$ cat src/rtl/u8u16_pkg.sv
// ----------------------------------------------------------------------------
// u8u16_pkg
// Shared types, status codes and lead byte tables for the UTF-8 to UTF-16
// decoder.
// ----------------------------------------------------------------------------
package u8u16_pkg;

  localparam int UnitW = 16;
  localparam int StatW = 3;
  localparam int AccW  = 31;
  localparam int LenW  = 3;

  localparam logic [StatW-1:0] ST_UNIT       = 3'd0;
  localparam logic [StatW-1:0] ST_END        = 3'd1;
  localparam logic [StatW-1:0] ST_BAD_LEAD   = 3'd2;
  localparam logic [StatW-1:0] ST_BAD_CONT   = 3'd3;
  localparam logic [StatW-1:0] ST_UNMAPPABLE = 3'd4;

  localparam logic [AccW-1:0] CP_SURR_LO = 31'h0000_D800;
  localparam logic [AccW-1:0] CP_SURR_HI = 31'h0000_E000;
  localparam logic [AccW-1:0] CP_BMP_MAX = 31'h0000_FFFF;
  localparam logic [AccW-1:0] CP_SUP_MIN = 31'h0001_0000;
  localparam logic [AccW-1:0] CP_SUP_MAX = 31'h0010_FFFF;
  localparam logic [AccW-1:0] CP_BOM     = 31'h0000_FEFF;
  localparam logic [5:0]      HI_SURR    = 6'b110110;   // 0xD800 >> 10
  localparam logic [5:0]      LO_SURR    = 6'b110111;   // 0xDC00 >> 10

  // Decoded results of one byte: 0, 1 or 2 words
  typedef struct packed {
    logic [1:0]       cnt;
    logic [UnitW-1:0] unit0;
    logic [StatW-1:0] stat0;
    logic [UnitW-1:0] unit1;   // low surrogate, always status unit
  } dec_res_t;

  // Sequence length from lead byte class; 0 marks a bad lead
  function automatic logic [LenW-1:0] lead_len(input logic [7:0] b);
    logic [LenW-1:0] len;
    case (b) inside
      [8'h00:8'h7F]: len = 3'd1;
      [8'hC0:8'hDF]: len = 3'd2;
      [8'hE0:8'hEF]: len = 3'd3;
      [8'hF0:8'hF7]: len = 3'd4;
      [8'hF8:8'hFB]: len = 3'd5;
      [8'hFC:8'hFD]: len = 3'd6;
      default:       len = 3'd0;
    endcase
    return len;
  endfunction

  function automatic logic [7:0] lead_mask(input logic [LenW-1:0] len);
    logic [7:0] m;
    case (len)
      3'd1:    m = 8'h7F;
      3'd2:    m = 8'h1F;
      3'd3:    m = 8'h0F;
      3'd4:    m = 8'h07;
      3'd5:    m = 8'h03;
      3'd6:    m = 8'h01;
      default: m = 8'h00;
    endcase
    return m;
  endfunction

endpackage

$ cat src/rtl/u8u16_dec.sv
// ----------------------------------------------------------------------------
// u8u16_dec
// Sequence state and per-byte decode: accumulates code point bits and maps a
// finished code point onto zero, one or two result words.
// ----------------------------------------------------------------------------
module u8u16_dec
  import u8u16_pkg::*;
(
  input  logic       clk,
  input  logic       rst_n,
  input  logic       adv,       // byte in in_byte is consumed this cycle
  input  logic [7:0] in_byte,
  output dec_res_t   res
);

  logic [LenW-1:0] rem_r, rem_nxt;
  logic [LenW-1:0] seq_r, seq_nxt;
  logic [AccW-1:0] acc_r, acc_nxt;

  logic            is_lead;
  logic            cont_ok;
  logic [LenW-1:0] len;
  logic [LenW-1:0] seq_eff;
  logic [AccW-1:0] cand;
  logic            done;
  logic [19:0]     sup_off;
  logic [20:0]     sup_diff;

  assign is_lead  = (rem_r == '0);
  assign cont_ok  = (in_byte[7:6] == 2'b10);
  assign len      = lead_len(in_byte);
  assign seq_eff  = is_lead ? len : seq_r;
  assign cand     = is_lead ? {23'd0, in_byte & lead_mask(len)}
                            : {acc_r[AccW-7:0], in_byte[5:0]};
  assign done     = is_lead ? ((in_byte != 8'h00) && (len == 3'd1))
                            : (cont_ok && (rem_r == 3'd1));
  assign sup_diff = cand[20:0] - CP_SUP_MIN[20:0];
  assign sup_off  = sup_diff[19:0];

  always_comb begin
    res     = '0;
    rem_nxt = rem_r;
    seq_nxt = seq_r;
    acc_nxt = acc_r;
    if (is_lead && (in_byte == 8'h00)) begin
      res.cnt   = 2'd1;
      res.stat0 = ST_END;
    end else if (is_lead && (len == '0)) begin
      res.cnt   = 2'd1;
      res.stat0 = ST_BAD_LEAD;
    end else if (!is_lead && !cont_ok) begin
      res.cnt   = 2'd1;
      res.stat0 = ST_BAD_CONT;
      rem_nxt   = '0;
      seq_nxt   = '0;
      acc_nxt   = '0;
    end else if (done) begin
      rem_nxt = '0;
      seq_nxt = '0;
      acc_nxt = '0;
      if ((seq_eff == 3'd3) && (cand == CP_BOM)) begin
        res.cnt = 2'd0;             // byte order mark is dropped
      end else if ((cand < CP_SURR_LO) ||
                   ((cand >= CP_SURR_HI) && (cand <= CP_BMP_MAX))) begin
        res.cnt   = 2'd1;
        res.unit0 = cand[UnitW-1:0];
        res.stat0 = ST_UNIT;
      end else if ((cand >= CP_SUP_MIN) && (cand <= CP_SUP_MAX)) begin
        res.cnt   = 2'd2;
        res.unit0 = {HI_SURR, sup_off[19:10]};
        res.stat0 = ST_UNIT;
        res.unit1 = {LO_SURR, sup_off[9:0]};
      end else begin
        res.cnt   = 2'd1;
        res.stat0 = ST_UNMAPPABLE;
      end
    end else begin
      // mid-sequence: lead with more to come, or intermediate continuation
      acc_nxt = cand;
      if (is_lead) begin
        seq_nxt = len;
        rem_nxt = len - 3'd1;
      end else begin
        rem_nxt = rem_r - 3'd1;
      end
    end
  end

  always_ff @(posedge clk) begin
    if (!rst_n) begin
      rem_r <= '0;
      seq_r <= '0;
      acc_r <= '0;
    end else if (adv) begin
      rem_r <= rem_nxt;
      seq_r <= seq_nxt;
      acc_r <= acc_nxt;
    end
  end

endmodule

$ cat src/rtl/u8u16_obuf.sv
// ----------------------------------------------------------------------------
// u8u16_obuf
// Result register holding up to two words; pops one word per handshake and
// takes a new group when it will be empty at the clock edge.
// ----------------------------------------------------------------------------
module u8u16_obuf
  import u8u16_pkg::*;
(
  input  logic             clk,
  input  logic             rst_n,
  input  logic             load,
  input  dec_res_t         res,
  output logic             can_take,
  output logic             out_tvalid,
  input  logic             out_tready,
  output logic [UnitW-1:0] out_tdata,
  output logic [StatW-1:0] out_tuser,
  output logic             out_tlast
);

  logic [1:0]       cnt_r;
  logic [UnitW-1:0] unit0_r;
  logic [StatW-1:0] stat0_r;
  logic             last0_r;
  logic [UnitW-1:0] unit1_r;
  logic             pop;

  assign out_tvalid = (cnt_r != 2'd0);
  assign pop        = out_tvalid && out_tready;
  assign can_take   = (cnt_r == 2'd0) || ((cnt_r == 2'd1) && pop);
  assign out_tdata  = unit0_r;
  assign out_tuser  = stat0_r;
  assign out_tlast  = last0_r;

  always_ff @(posedge clk) begin
    if (!rst_n) begin
      cnt_r <= 2'd0;
    end else if (load) begin
      cnt_r <= res.cnt;
    end else if (pop) begin
      cnt_r <= cnt_r - 2'd1;
    end
  end

  always_ff @(posedge clk) begin
    if (load) begin
      unit0_r <= res.unit0;
      stat0_r <= res.stat0;
      last0_r <= (res.cnt != 2'd2);
      unit1_r <= res.unit1;
    end else if (pop) begin
      unit0_r <= unit1_r;          // low surrogate moves up
      stat0_r <= ST_UNIT;
      last0_r <= 1'b1;
    end
  end

endmodule

$ cat src/rtl/utf8_to_utf16_decoder.sv
// ----------------------------------------------------------------------------
// utf8_to_utf16_decoder
// Streaming UTF-8 to UTF-16 transcoder, one byte per input word.
// ----------------------------------------------------------------------------
// Usage:
//   in_*  : one UTF-8 byte per word in in_tdata[7:0].
//   out_* : one result word per UTF-16 unit or event. out_tdata is the code
//           unit (zero unless out_tuser is unit), out_tuser the status
//           (unit, end of string, bad lead, bad continuation, unmappable),
//           out_tlast marks the final word caused by one input byte.
//   Path: an accepted byte passes through the input register and then the
//           result register before its first result word shows.
//   Throughput: one byte per cycle when the result register can take it; a
//           supplementary code point gives two words, its last byte holding the
//           result register for both; the next byte waits in the input register.
//   Non-final sequence bytes and a byte order mark's last byte produce no word
//           but still pass through the result register slot, one per cycle.
//   Reset (rst_n low, synchronous): both registers empty, decoder expects a
//           lead byte.
//   Back-pressure: when out_tready is low the result register holds, the
//           input register fills, and in_tready stays low while it is full.
// ----------------------------------------------------------------------------
module utf8_to_utf16_decoder
  import u8u16_pkg::*;
(
  input  logic             clk,
  input  logic             rst_n,
  input  logic             in_tvalid,
  output logic             in_tready,
  input  logic [7:0]       in_tdata,    // [7:0] in_byte
  output logic             out_tvalid,
  input  logic             out_tready,
  output logic [UnitW-1:0] out_tdata,   // [15:0] code_unit
  output logic [StatW-1:0] out_tuser,   // [2:0] status
  output logic             out_tlast    // last_of_run
);

  logic       in_vld_r;
  logic [7:0] in_byte_r;
  logic       can_take;
  logic       adv;
  dec_res_t   res;

  // held byte moves into the result register when that slot frees up
  assign adv       = in_vld_r && can_take;
  assign in_tready = !in_vld_r || adv;

  always_ff @(posedge clk) begin
    if (!rst_n) begin
      in_vld_r <= 1'b0;
    end else if (in_tready) begin
      in_vld_r <= in_tvalid;
    end
  end

  always_ff @(posedge clk) begin
    if (in_tready && in_tvalid) begin
      in_byte_r <= in_tdata;
    end
  end

  u8u16_dec u_dec (
    .clk     (clk),
    .rst_n   (rst_n),
    .adv     (adv),
    .in_byte (in_byte_r),
    .res     (res)
  );

  u8u16_obuf u_obuf (
    .clk        (clk),
    .rst_n      (rst_n),
    .load       (adv),
    .res        (res),
    .can_take   (can_take),
    .out_tvalid (out_tvalid),
    .out_tready (out_tready),
    .out_tdata  (out_tdata),
    .out_tuser  (out_tuser),
    .out_tlast  (out_tlast)
  );

endmodule
$ cat config.mk
export PLATFORM = sky130hd
export DESIGN_NAME = utf8_to_utf16_decoder
export DESIGN_NICKNAME = d
export VERILOG_FILES = /design/src/rtl/u8u16_pkg.sv /design/src/rtl/u8u16_dec.sv /design/src/rtl/u8u16_obuf.sv /design/src/rtl/utf8_to_utf16_decoder.sv
export SDC_FILE = /design/constraint.sdc
export NUM_CORES = 1
export LEC_CHECK = 0
export BUFFER_PORTS_ARGS = -buffer_cell sky130_fd_sc_hd__buf_2
export CAP_MARGIN = 20
export CORE_MARGIN = 2
export CORE_UTILIZATION = 59
export DETAILED_ROUTE_END_ITERATION = 12
export PLACE_DENSITY = 0.79
export SLEW_MARGIN = 25
export SYNTH_ARGS = -nofsm -noshare
export SYNTH_HDL_FRONTEND = slang
export SYNTH_SLANG_ARGS = --single-unit
$ cat constraint.sdc
create_clock -name clk -period 4.27 [get_ports clk]
set_input_delay 0.2135 -clock clk [delete_from_list [all_inputs] [get_ports clk]]
set_output_delay 0.2135 -clock clk [all_outputs]
set_load 0.03 [all_outputs]
**After elaboration in Yosys (flattened, before gate mapping)**

Index checks and enable logic that the tools add are counted.

- Multiply operators: 0
- Muxes and demuxes: 43
- Bitwise logic cells: 5
- Magnitude comparators: 17
- Div/mod/pow operators: 0
- Shift operators: 0
- Equality and inequality tests: 12
- Add/sub/neg operators: 4
- Reductions and logical operators: 34

Operators by type and width:

| kind | count |
|---|---|
| 16-bit 2-to-1 mux | 8 |
| 3-bit 2-to-1 mux | 18 |
| 25-bit 2-to-1 mux | 2 |
| 7-bit one-hot mux with 6 select lines | 1 |
| 8-bit greater-or-equal comparator (second input constant) | 5 |
| 8-bit less-or-equal comparator (second input constant) | 5 |
| 37-bit 2-to-1 mux | 1 |
| 35-bit 2-to-1 mux | 1 |
| 31-bit by 16-bit equality test with 1-bit output (second input constant) | 1 |
| 31-bit by 16-bit greater-or-equal comparator with 1-bit output (second input constant) | 1 |
| 31-bit by 17-bit greater-or-equal comparator with 1-bit output (second input constant) | 1 |
| 31-bit by 16-bit less-or-equal comparator with 1-bit output (second input constant) | 1 |
| 31-bit by 21-bit less-or-equal comparator with 1-bit output (second input constant) | 1 |
| 31-bit by 16-bit less-than comparator with 1-bit output (second input constant) | 1 |
| 31-bit 2-to-1 mux | 1 |
| 21-bit 2-to-1 mux | 1 |
| 20-bit by 17-bit subtractor with 20-bit output (second input constant) | 1 |
| 1-bit logical AND | 18 |
| 2-bit 2-to-1 mux | 7 |
| 3-bit by 2-bit equality test with 1-bit output (second input constant) | 3 |
| 3-bit equality test (second input constant) | 3 |
| 8-bit by 7-bit AND with 8-bit output | 1 |
| 8-bit by 1-bit greater-or-equal comparator with 1-bit output (second input constant) | 1 |
| 8-bit by 7-bit less-or-equal comparator with 1-bit output (second input constant) | 1 |
| other kinds (18) | 31 |

- Bits in latches: 0
- Logic and storage cells: 126
- RAM bits: 0
- Memories kept: 0
- ROM bits: 0
- Bits of input ports: 12
- Flip-flop bits (word level): 78
- Output and inout bits: 22

**Depth between registers and ports, before layout**

Gate-level depths: netlist (run 1).

- Depth after elaboration: 23
- Mapped depth: 15
- Mapped depth without buffers: 12

**Cells and area by module**

From an unflattened synthesis (run 1), not the netlist that was laid out.

- Cells, all modules: 369
- Area total of the unflattened synthesis: 3,876.2 um2

By module, submodules not included:

| module | seq. area each (um2) | cells an instance | area each (um2) | times used |
|---|---|---|---|---|
| u8u16_dec | 620.6 | 278 | 2,114.5 | 1 |
| u8u16_obuf | 1,121.1 | 77 | 1,456.4 | 1 |
| utf8_to_utf16_decoder | 260.2 | 14 | 305.3 | 1 |

**Least setup slack after synthesis (run 1)**

OpenSTA, ideal clock, no wires.

- Path type: register -> register
- Start point: register u_dec.rem_r[0]
- End point: register u_obuf.unit0_r[4], in the netlist u_obuf.out_tdata[4], data pin
- Slack: 0.978 ns
- Data required time: 4.009 ns
- Clock period less this slack: 3.292 ns
- Cell stages (with the launch flop): 16
- Data arrival time: 3.031 ns
- Path buffers: 4
- Library setup time: 0.261 ns
- Cells stage by stage: dfxtp_1 -> inv_1 -> ha_1 -> nand2b_1 -> buf_2 -> clkbuf_1 -> clkbuf_1 -> nand2_1 -> ha_1 -> nor4b_1 -> and4b_1 -> a22oi_1 -> nor3_1 -> clkbuf_1 -> a32oi_1 -> o21ai_1

- Longest elaborated chain between the ends: 12
- Elaborated cells between the ends (all ways): 30
- Those cells by class: add/sub: 1; order compare: 5; eq/ne: 3; mux: 11; reduce/logical: 10

Ends and longest elaborated chain:

| element | RTL line | source |
|---|---|---|
| start, declared | u8u16_dec.sv:16 | `logic [LenW-1:0] rem_r, rem_nxt;` |
| start signal, assigned | u8u16_dec.sv:95 | `rem_r <= rem_nxt;` |
| 3-bit zero test | u8u16_dec.sv:29 | `assign is_lead = (rem_r == '0);` |
| 31-bit 2-to-1 mux | u8u16_dec.sv:33 | `assign cand = is_lead ? {23'd0, in_byte & lead_mask(len)}` |
| 31-bit by 17-bit greater-or-equal comparator with 1-bit output, or another cell as far along | u8u16_dec.sv:68 | `end else if ((cand >= CP_SUP_MIN) && (cand <= CP_SUP_MAX)) begin` |
| 1-bit logical AND, on equally long branches | u8u16_dec.sv:68, u8u16_dec.sv:64 |  |
| 16-bit 2-to-1 mux or 1-bit logical OR (tied branches) | u8u16_dec.sv:68, u8u16_dec.sv:63 |  |
| 21-bit 2-to-1 mux | u8u16_dec.sv:63 | `end else if ((cand < CP_SURR_LO) \|\|` |
| 35-bit 2-to-1 mux | u8u16_dec.sv:61 | `if ((seq_eff == 3'd3) && (cand == CP_BOM)) begin` |
| 37-bit 2-to-1 mux | u8u16_dec.sv:57 | `end else if (done) begin` |
| 16-bit 2-to-1 mux | u8u16_dec.sv:51 | `end else if (!is_lead && !cont_ok) begin` |
| 16-bit 2-to-1 mux | u8u16_dec.sv:48 | `end else if (is_lead && (len == '0)) begin` |
| 16-bit 2-to-1 mux * | u8u16_dec.sv:45 | `if (is_lead && (in_byte == 8'h00)) begin` |
| 16-bit 2-to-1 mux * | u8u16_obuf.sv:46 | `if (load) begin` |
| end signal, assigned | u8u16_obuf.sv:47 | `unit0_r <= res.unit0;` |
| end signal, assigned | u8u16_obuf.sv:52 | `unit0_r <= unit1_r;` |
| end, declared | u8u16_obuf.sv:22 | `logic [UnitW-1:0] unit0_r;` |

Every way passes the cells marked *; elsewhere a longest branch is shown, timed or not.
A chain may end at the register's enable or synchronous reset.

**Worst setup path in the final report (run 1)**

- Start point: register in_byte_r[4]
- End point: register u_obuf.unit0_r[7], in the netlist u_obuf.out_tdata[7], data pin

- Longest elaborated chain between the ends: 22
- Elaborated cells between the ends (all ways): 61
- Those cells by class: add/sub: 1; order compare: 17; eq/ne: 8; mux: 18; bitwise: 1; reduce/logical: 16

Ends and longest elaborated chain:

| element | RTL line | source |
|---|---|---|
| start, declared | utf8_to_utf16_decoder.sv:39 | `logic [7:0] in_byte_r;` |
| start signal, assigned | utf8_to_utf16_decoder.sv:58 | `in_byte_r <= in_tdata;` |
| 8-bit greater-or-equal comparator (not written as such) or 8-bit less-or-equal comparator (tied branches) | u8u16_dec.sv:31 | `assign len = lead_len(in_byte);` |
| 1-bit logical AND (not written as such) | u8u16_dec.sv:31 |  |
| 3-bit 2-to-1 mux (6 in series) | u8u16_pkg.sv:39 | `case (b) inside` |
| 3-bit equality test, or another cell as far along | u8u16_pkg.sv:53 | `case (len)` |
| 7-bit one-hot mux with 6 select lines | u8u16_pkg.sv:53 |  |
| 8-bit by 7-bit AND with 8-bit output | u8u16_dec.sv:33 |  |
| 31-bit 2-to-1 mux | u8u16_dec.sv:33 |  |
| 31-bit by 17-bit greater-or-equal comparator with 1-bit output, or another cell as far along | u8u16_dec.sv:68 |  |
| 1-bit logical AND, on equally long branches | u8u16_dec.sv:68, u8u16_dec.sv:64 |  |
| 16-bit 2-to-1 mux or 1-bit logical OR (tied branches) | u8u16_dec.sv:68, u8u16_dec.sv:63 |  |
| 21-bit 2-to-1 mux | u8u16_dec.sv:63 |  |
| 35-bit 2-to-1 mux | u8u16_dec.sv:61 |  |
| 37-bit 2-to-1 mux | u8u16_dec.sv:57 |  |
| 16-bit 2-to-1 mux | u8u16_dec.sv:51 |  |
| 16-bit 2-to-1 mux | u8u16_dec.sv:48 |  |
| 16-bit 2-to-1 mux * | u8u16_dec.sv:45 |  |
| 16-bit 2-to-1 mux * | u8u16_obuf.sv:46 |  |

Marks and branches as above.

==> results.toml, run 1 <==
[outcome]
status = "finished, final reports clean"

[critical_path]
reg2reg_depth = 11
critPathSlowestCell = "edfxtp_1"
crit_path_start = "in_byte_r[4]"
path_delay_family = "compound AO/OA/AOI/OAI gates"
crit-reg2reg-launch = "in_byte_r[4]"
crit_end = "u_obuf.out_tdata[7]"
worstSetupPathType = "reg2reg"
crit_cells = 11
crit_arrival_ns = 3.84
reg2reg_to = "u_obuf.out_tdata[7]"
cp_num_buf_inv = 1
required_ns = 4.47
cpPeakStageDelay_ns = 0.50
setup.worst_path.start_class = "register"
path_cells = "a21boi_0 -> o21ai_0 -> inv_1 -> ha_1 -> or2_2 -> o41ai_1 -> a22oi_1 -> a2111oi_4 -> a22o_4 -> nand4_4 -> o211ai_2"
rrSetupSlack_ns = 0.63
cp-end-kind = "register"
crit_fanout = 15

[clock_network]
cts_root_buf = "clkbuf_8"
cts.sinks = 73
htreeDepth = 3
postCtsSetupRepairBufs = 0
clk_latency_ns = 0.35
ctsHoldBuffers = 0
numCtsBuffers = 9
clockBufferDepth = 2
clkTransAtPathRegs_ns = 0.08
cts_tree = "done"
cts_resized = 0

[synthesis]
avgSynthCellArea_sq_um = 10.2
synth-async-reset-ratio_pct = 0
yosysWarnings = 0
synth_edf_count = 39
yosysUniqueCellTypes = 61
synth-main-ff-cell = "edfxtp_1"
synth_area_sq_um = 3830
syn_inst = 376
ys_seq_area_share_pct = 48.3
synth-seq-cells = 73
syn_nets = 401

[finish]
design_area_sq_um = 4290
diodes = 0
area_growth_pct = 11.9
fin_nets = 431
drive_above_1_share_pct = 17.8
fillers = 502

[floorplan]
fp.dieH_microns = 84.6
rows = 29
dieArea_sq_um = 7150
start_util_pct = 60.7
coreArea_sq_um = 6310
die-width_microns = 84.6
io_pins = 34

[grt]
grt_max_degree = 38
grt_pass1_vias = 2908
grt_antenna_before_repair = 0
grt_usage_pct = 26.4
overflow = 0
grt_first_pass_wirelength_microns = 14700

[placed_design]
pre_cts_slack_ns = 0.710
dp_hpwl_microns = 6360
port_buffers = 33
gp_congestion = 0.929
placed_area_sq_um = 4060

[routing]
vias = 3115
post_drt_via_cell_ratio = 6.38
firstDrtPassIters = 6
drc = 0
totalWireLength_microns = 9290
wl_per_cell_microns = 19.0
ant_nets = 0
drtIter0Drc = 243

[sta]
fmax_mhz = 274
slew_headroom_pct = 47.6
hold_viol_final = 0
period_minus_slack_ns = 3.64
rsz0062_at_grt = "false"
whs_ns = 0.0282
fin_skew_ns = 0.00533
setup_viol = 0
timing.final.ws_setup_ns = 0.625
finalMaxSlewViolations = 0
worst_pin_slew_ns = 0.782
period_share_pct = 85.4
setup_tns_ns = 0

[power_and_ir_drop]
ir_drop_mv = 0.267
power_density_nw_per_um2 = 444
leakage_uw = 0.00152

[min_path]
hp-class = "in2reg"

[run]
cap_violations = 0
==> cell usage after synthesis (all sizes together) (3+ instances only) <==
cell type	number	share of area (%)
edfxtp	39	31
nor2b	36	5.9
nand2	35	3.4
dfxtp	34	18
o21ai	25	3.4
a22oi	19	3.7
a32oi	19	4.3
clkbuf	16	1.6
ha	13	4.2
inv	13	1.3
nor2	12	1.2
nand3	10	1.4
a21oi	9	1.3
and2	9	1.5
nand4	8	1.9
o211ai	8	1.7
a21boi	7	1.4
nor3	7	1.0
nor4	7	1.1
and3	6	0.98
buf	4	0.69
nand2b	4	0.65
or2	3	0.49
==> worst register-to-register path: cells and delay by family, from the launching register on <==
family | cells | cell delay (ns)
flip-flops | 1 | 0.50
AO/OA/AOI/OAI | 7 | 1.92
AND/OR/NAND/NOR | 2 | 0.56
adder cells (fa/ha/maj) | 1 | 0.33
buffers and inverters | 1 | 0.17
==> worst min-delay path by stage <==
stage	start	to	slack (ns)	cells past startpoint
6_report	in_tdata[3]	in_byte_r[3]	0.03	1
3_3_place_gp	in_tdata[5]	in_byte_r[5]	0.39	1
3_5_place_dp	in_tdata[3]	in_byte_r[3]	0.39	1
4_1_cts	in_tdata[3]	in_byte_r[3]	0.02	1
5_1_grt	in_tdata[3]	in_byte_r[3]	0.01	1
2_1_floorplan	in_tdata[0]	in_byte_r[0]	0.31	0
==> where the power goes <==
group	internal (uW)	switching [uW]
logic	124	310
clock network	347	269
registers	822	32.1
==> sequential cells by signal, indices dropped and copies added (netlist names) <==
signal            cells
u_dec.acc_r          25
u_dec.seq_r           3
u_obuf.out_tlast      1
u_dec.rem_r           3
in_byte_r             8
u_obuf.unit1_r       11
in_vld_r              1
u_obuf.cnt_r          2
u_obuf.out_tdata     16
u_obuf.out_tuser      3
==> stage by stage <==
stage / utilization (%) / instances / total power [uW]
floorplan: - / 376 / 1170
global placement: 64.2 / 472 / 1290
detailed placement: 64.3 / 472 / 1300
CTS: 67.9 / 488 / 1900
global route: 67.9 / 488 / 1980
finish: 67.9 / 488 / 1900
==> cells by family (layout without fill, tap and decap cells) <==
group / Yosys count / after routing / synth area share, %
fa+ha+maj: 13 / 13 / 4.25
buf+inv: 33 / 68 / 3.53
flops: 73 / 73 / 48.3
compound gates: 105 / 105 / 20.8
xor+xnor: 3 / 3 / 0.686
simple gates: 149 / 149 / 22.4
==> layer usage <==
metal	share of wire, %	track usage, %
met5	0	0
met4	2.6	11.0
met3	6.4	6.39
met2	47	42.9
met1	44	33.9
==> cell type report <==
| class | count | area [sq um] | share of cell area [%] |
|---|---|---|---|
| timing repair buffer | 39 | 210 | 4.90 |
| inverter | 13 | 48.8 | 1.14 |
| multi-input combinational | 270 | 1850 | 43.2 |
| tap | 77 | 96.3 | 2.25 |
| clock inverter | 6 | 90.1 | 2.10 |
| sequential | 73 | 1850 | 43.2 |
| clock buffer | 10 | 138 | 3.21 |
==> placed cells by master, fill, tap and decap left out, types with 3 or more instances in the layout <==
cell      instances
clkbuf_8         10
nor4_1            7
dfxtp_1          34
o211ai_1          7
buf_4             6
a21oi_1           8
nor3_1            5
nor2b_1          36
edfxtp_1         39
a22oi_1          19
nor2_1           12
o21ai_1          14
o21ai_0           9
inv_1            12
a21boi_1          4
ha_1             13
and3_1            6
a32oi_1          19
and2_1            9
nand3_1           9
nand4_1           6
nand2_1          35
nand2b_1          4
buf_2            33
a21boi_0          3
(Power assumes the default switching activity.)
==> inputs of run 2 (changes only) <==
--- a/config.mk
+++ b/config.mk
@@ -8,9 +8,9 @@
 export BUFFER_PORTS_ARGS = -buffer_cell sky130_fd_sc_hd__buf_2
 export CAP_MARGIN = 20
 export CORE_MARGIN = 2
-export CORE_UTILIZATION = 59
+export CORE_UTILIZATION = 55
 export DETAILED_ROUTE_END_ITERATION = 12
-export PLACE_DENSITY = 0.79
+export PLACE_DENSITY = 0.75
 export SLEW_MARGIN = 25
 export SYNTH_ARGS = -nofsm -noshare
 export SYNTH_HDL_FRONTEND = slang
==> run 2 against run 1 <==
Net effect: clock power fell by 6.8%; combinational power fell by 0.9%; global-route usage fell by 1.3 points; cell area fell by 0.29%; core utilization fell by 4.6 points; register-to-register slack got worse by 0.05 ns; count of clock-buffer cells in the layout did not move; sequential power barely moved; critical path type unchanged.
==> results.toml, run 2 (same netlist as run 1, synthesis figures left out) <==
[outcome]
status = "finished, final reports clean"

[critical_path]
worstSetupPathType = "reg2reg"
path_cells = "a21boi_0 -> o21ai_0 -> inv_1 -> ha_1 -> or4b_4 -> o41ai_4 -> a22oi_1 -> a2111oi_4 -> a22o_4 -> nand4_4 -> o21ai_1"
cpPeakStageDelay_ns = 0.53
required_ns = 4.47
critPathSlowestCell = "or4b_4"
cp-end-kind = "register"
setup.worst_path.start_class = "register"
crit_arrival_ns = 3.90
cp_num_buf_inv = 1
path_delay_family = "compound AO/OA/AOI/OAI gates"
crit_fanout = 15

[finish]
area_growth_pct = 11.6
fin_util_pct = 63.3
drive_above_1_share_pct = 17.8
largest_reg_flops = 25
final_cells = 491
final_cell_mix = "39 x edfxtp_1, 36 x nor2b_1, 35 x nand2_1, 34 x dfxtp_1, 33 x buf_2"
fin_nets = 431
final_common_cell = "edfxtp_1"
regMostFlops = "u_dec.acc_r"
diodes = 0
fillers = 563

[grt]
gr-usage-met1_pct = 33.8
grt_first_pass_wirelength_microns = 14500
grt_pass1_vias = 2847
use_met3_pct = 3.70
grtUsageMet2_pct = 40.4
overflow = 0
grt_antenna_before_repair = 0
busiest_layer = "met2"
grt_max_degree = 38
grt_usage_pct = 25.1

[clock_network]
postCtsSetupRepairBufs = 0
cts_root_buf = "clkbuf_8"
ctsHoldBuffers = 0
cts.sinks = 73
numCtsBuffers = 9
clockBufferDepth = 2
cts_tree = "done"
htreeDepth = 3
clk_latency_ns = 0.36
clkTransAtPathRegs_ns = 0.08
cts_resized = 0

[floorplan]
rows = 30
start_util_pct = 56.7
fp.dieH_microns = 87.5
io_pins = 34
die-width_microns = 87.5
dieArea_sq_um = 7650
coreArea_sq_um = 6760

[sta]
setup_tns_ns = 0
fin_skew_ns = 0.00897
period_minus_slack_ns = 3.70
worst_pin_slew_ns = 0.817
period_share_pct = 86.6
fmax_mhz = 270
rsz0062_at_grt = "false"
timing.final.ws_setup_ns = 0.572
finalMaxSlewViolations = 0
setup_viol = 0
hold_viol_final = 0
slew_headroom_pct = 45.2

[run]
cap_violations = 0

[routing]
firstDrtPassIters = 4
vias = 3043
drtIter0Drc = 216
totalWireLength_microns = 8930
ant_nets = 0
drc = 0
wl_per_cell_microns = 18.2
post_drt_via_cell_ratio = 6.20

[placed_design]
dp_hpwl_microns = 6220
pre_cts_slack_ns = 0.632
placedCellCount = 475
port_buffers = 33
gp_congestion = 0.859

[min_path]
hp-class = "in2reg"

[power_and_ir_drop]
leakage_uw = 0.00152
power_density_nw_per_um2 = 434
ir_drop_mv = 0.195
## run 2: cell types whose count changed in the layout (fill, tap and decap cells not counted), sizes merged
cell	previous run	this run
clkinv	2	4
bufinv	2	1
clkinvlp	1	0
## run 2: layout make-up
| cell class | instances | area [sq um] | share of cell area (%) |
|---|---|---|---|
| multi-input cells | 270 | 1850 | 43.3 |
| flip-flops and latches | 73 | 1850 | 43.3 |
| repair buffers | 39 | 210 | 4.92 |
| clock buffers | 10 | 149 | 3.48 |
| well taps | 80 | 100 | 2.34 |
| clock inverters | 6 | 62.6 | 1.46 |
| inverters | 13 | 48.8 | 1.14 |
## run 2: worst paths after layout
path | to | start | slack, ns | cells past startpoint
min | in_byte_r[5] | in_tdata[5] | 0.02 | 1
max | u_obuf.out_tdata[6] | in_byte_r[4] | 0.57 | 11
min reg2reg | u_dec.seq_r[1] | u_dec.seq_r[1] | 0.46 | 2
max reg2reg | u_obuf.out_tdata[6] | in_byte_r[4] | 0.57 | 11
## run 2: per-layer routing
| layer | part of all wire [%] | vias up |
|---|---|---|
| met2 | 48 | 106 |
| met1 | 46 | 1445 |
| li1 | - | 1476 |
| met3 | 4.8 | 16 |
| met5 | 0 | - |
| met4 | 1.8 | 0 |
## run 2: stage by stage
step / power [uW] / instance area (sq um) / hold slack (ns)
after floorplan: 1170 / 3830 / 0.312
after global placement: 1290 / 4060 / 0.390
after detailed placement: 1290 / 4060 / 0.392
after CTS: 1860 / 4280 / 0.0159
after global routing: 1930 / 4280 / 0.0208
final: 1860 / 4280 / 0.0244
## run 2: where the power goes
part | switching, uW | total (uW) | internal [uW] | leakage, uW
Combinational | 306 | 430 | 125 | 0.000759
Sequential | 29.9 | 851 | 822 | 0.000648
Clock | 269 | 574 | 305 | 0.000112
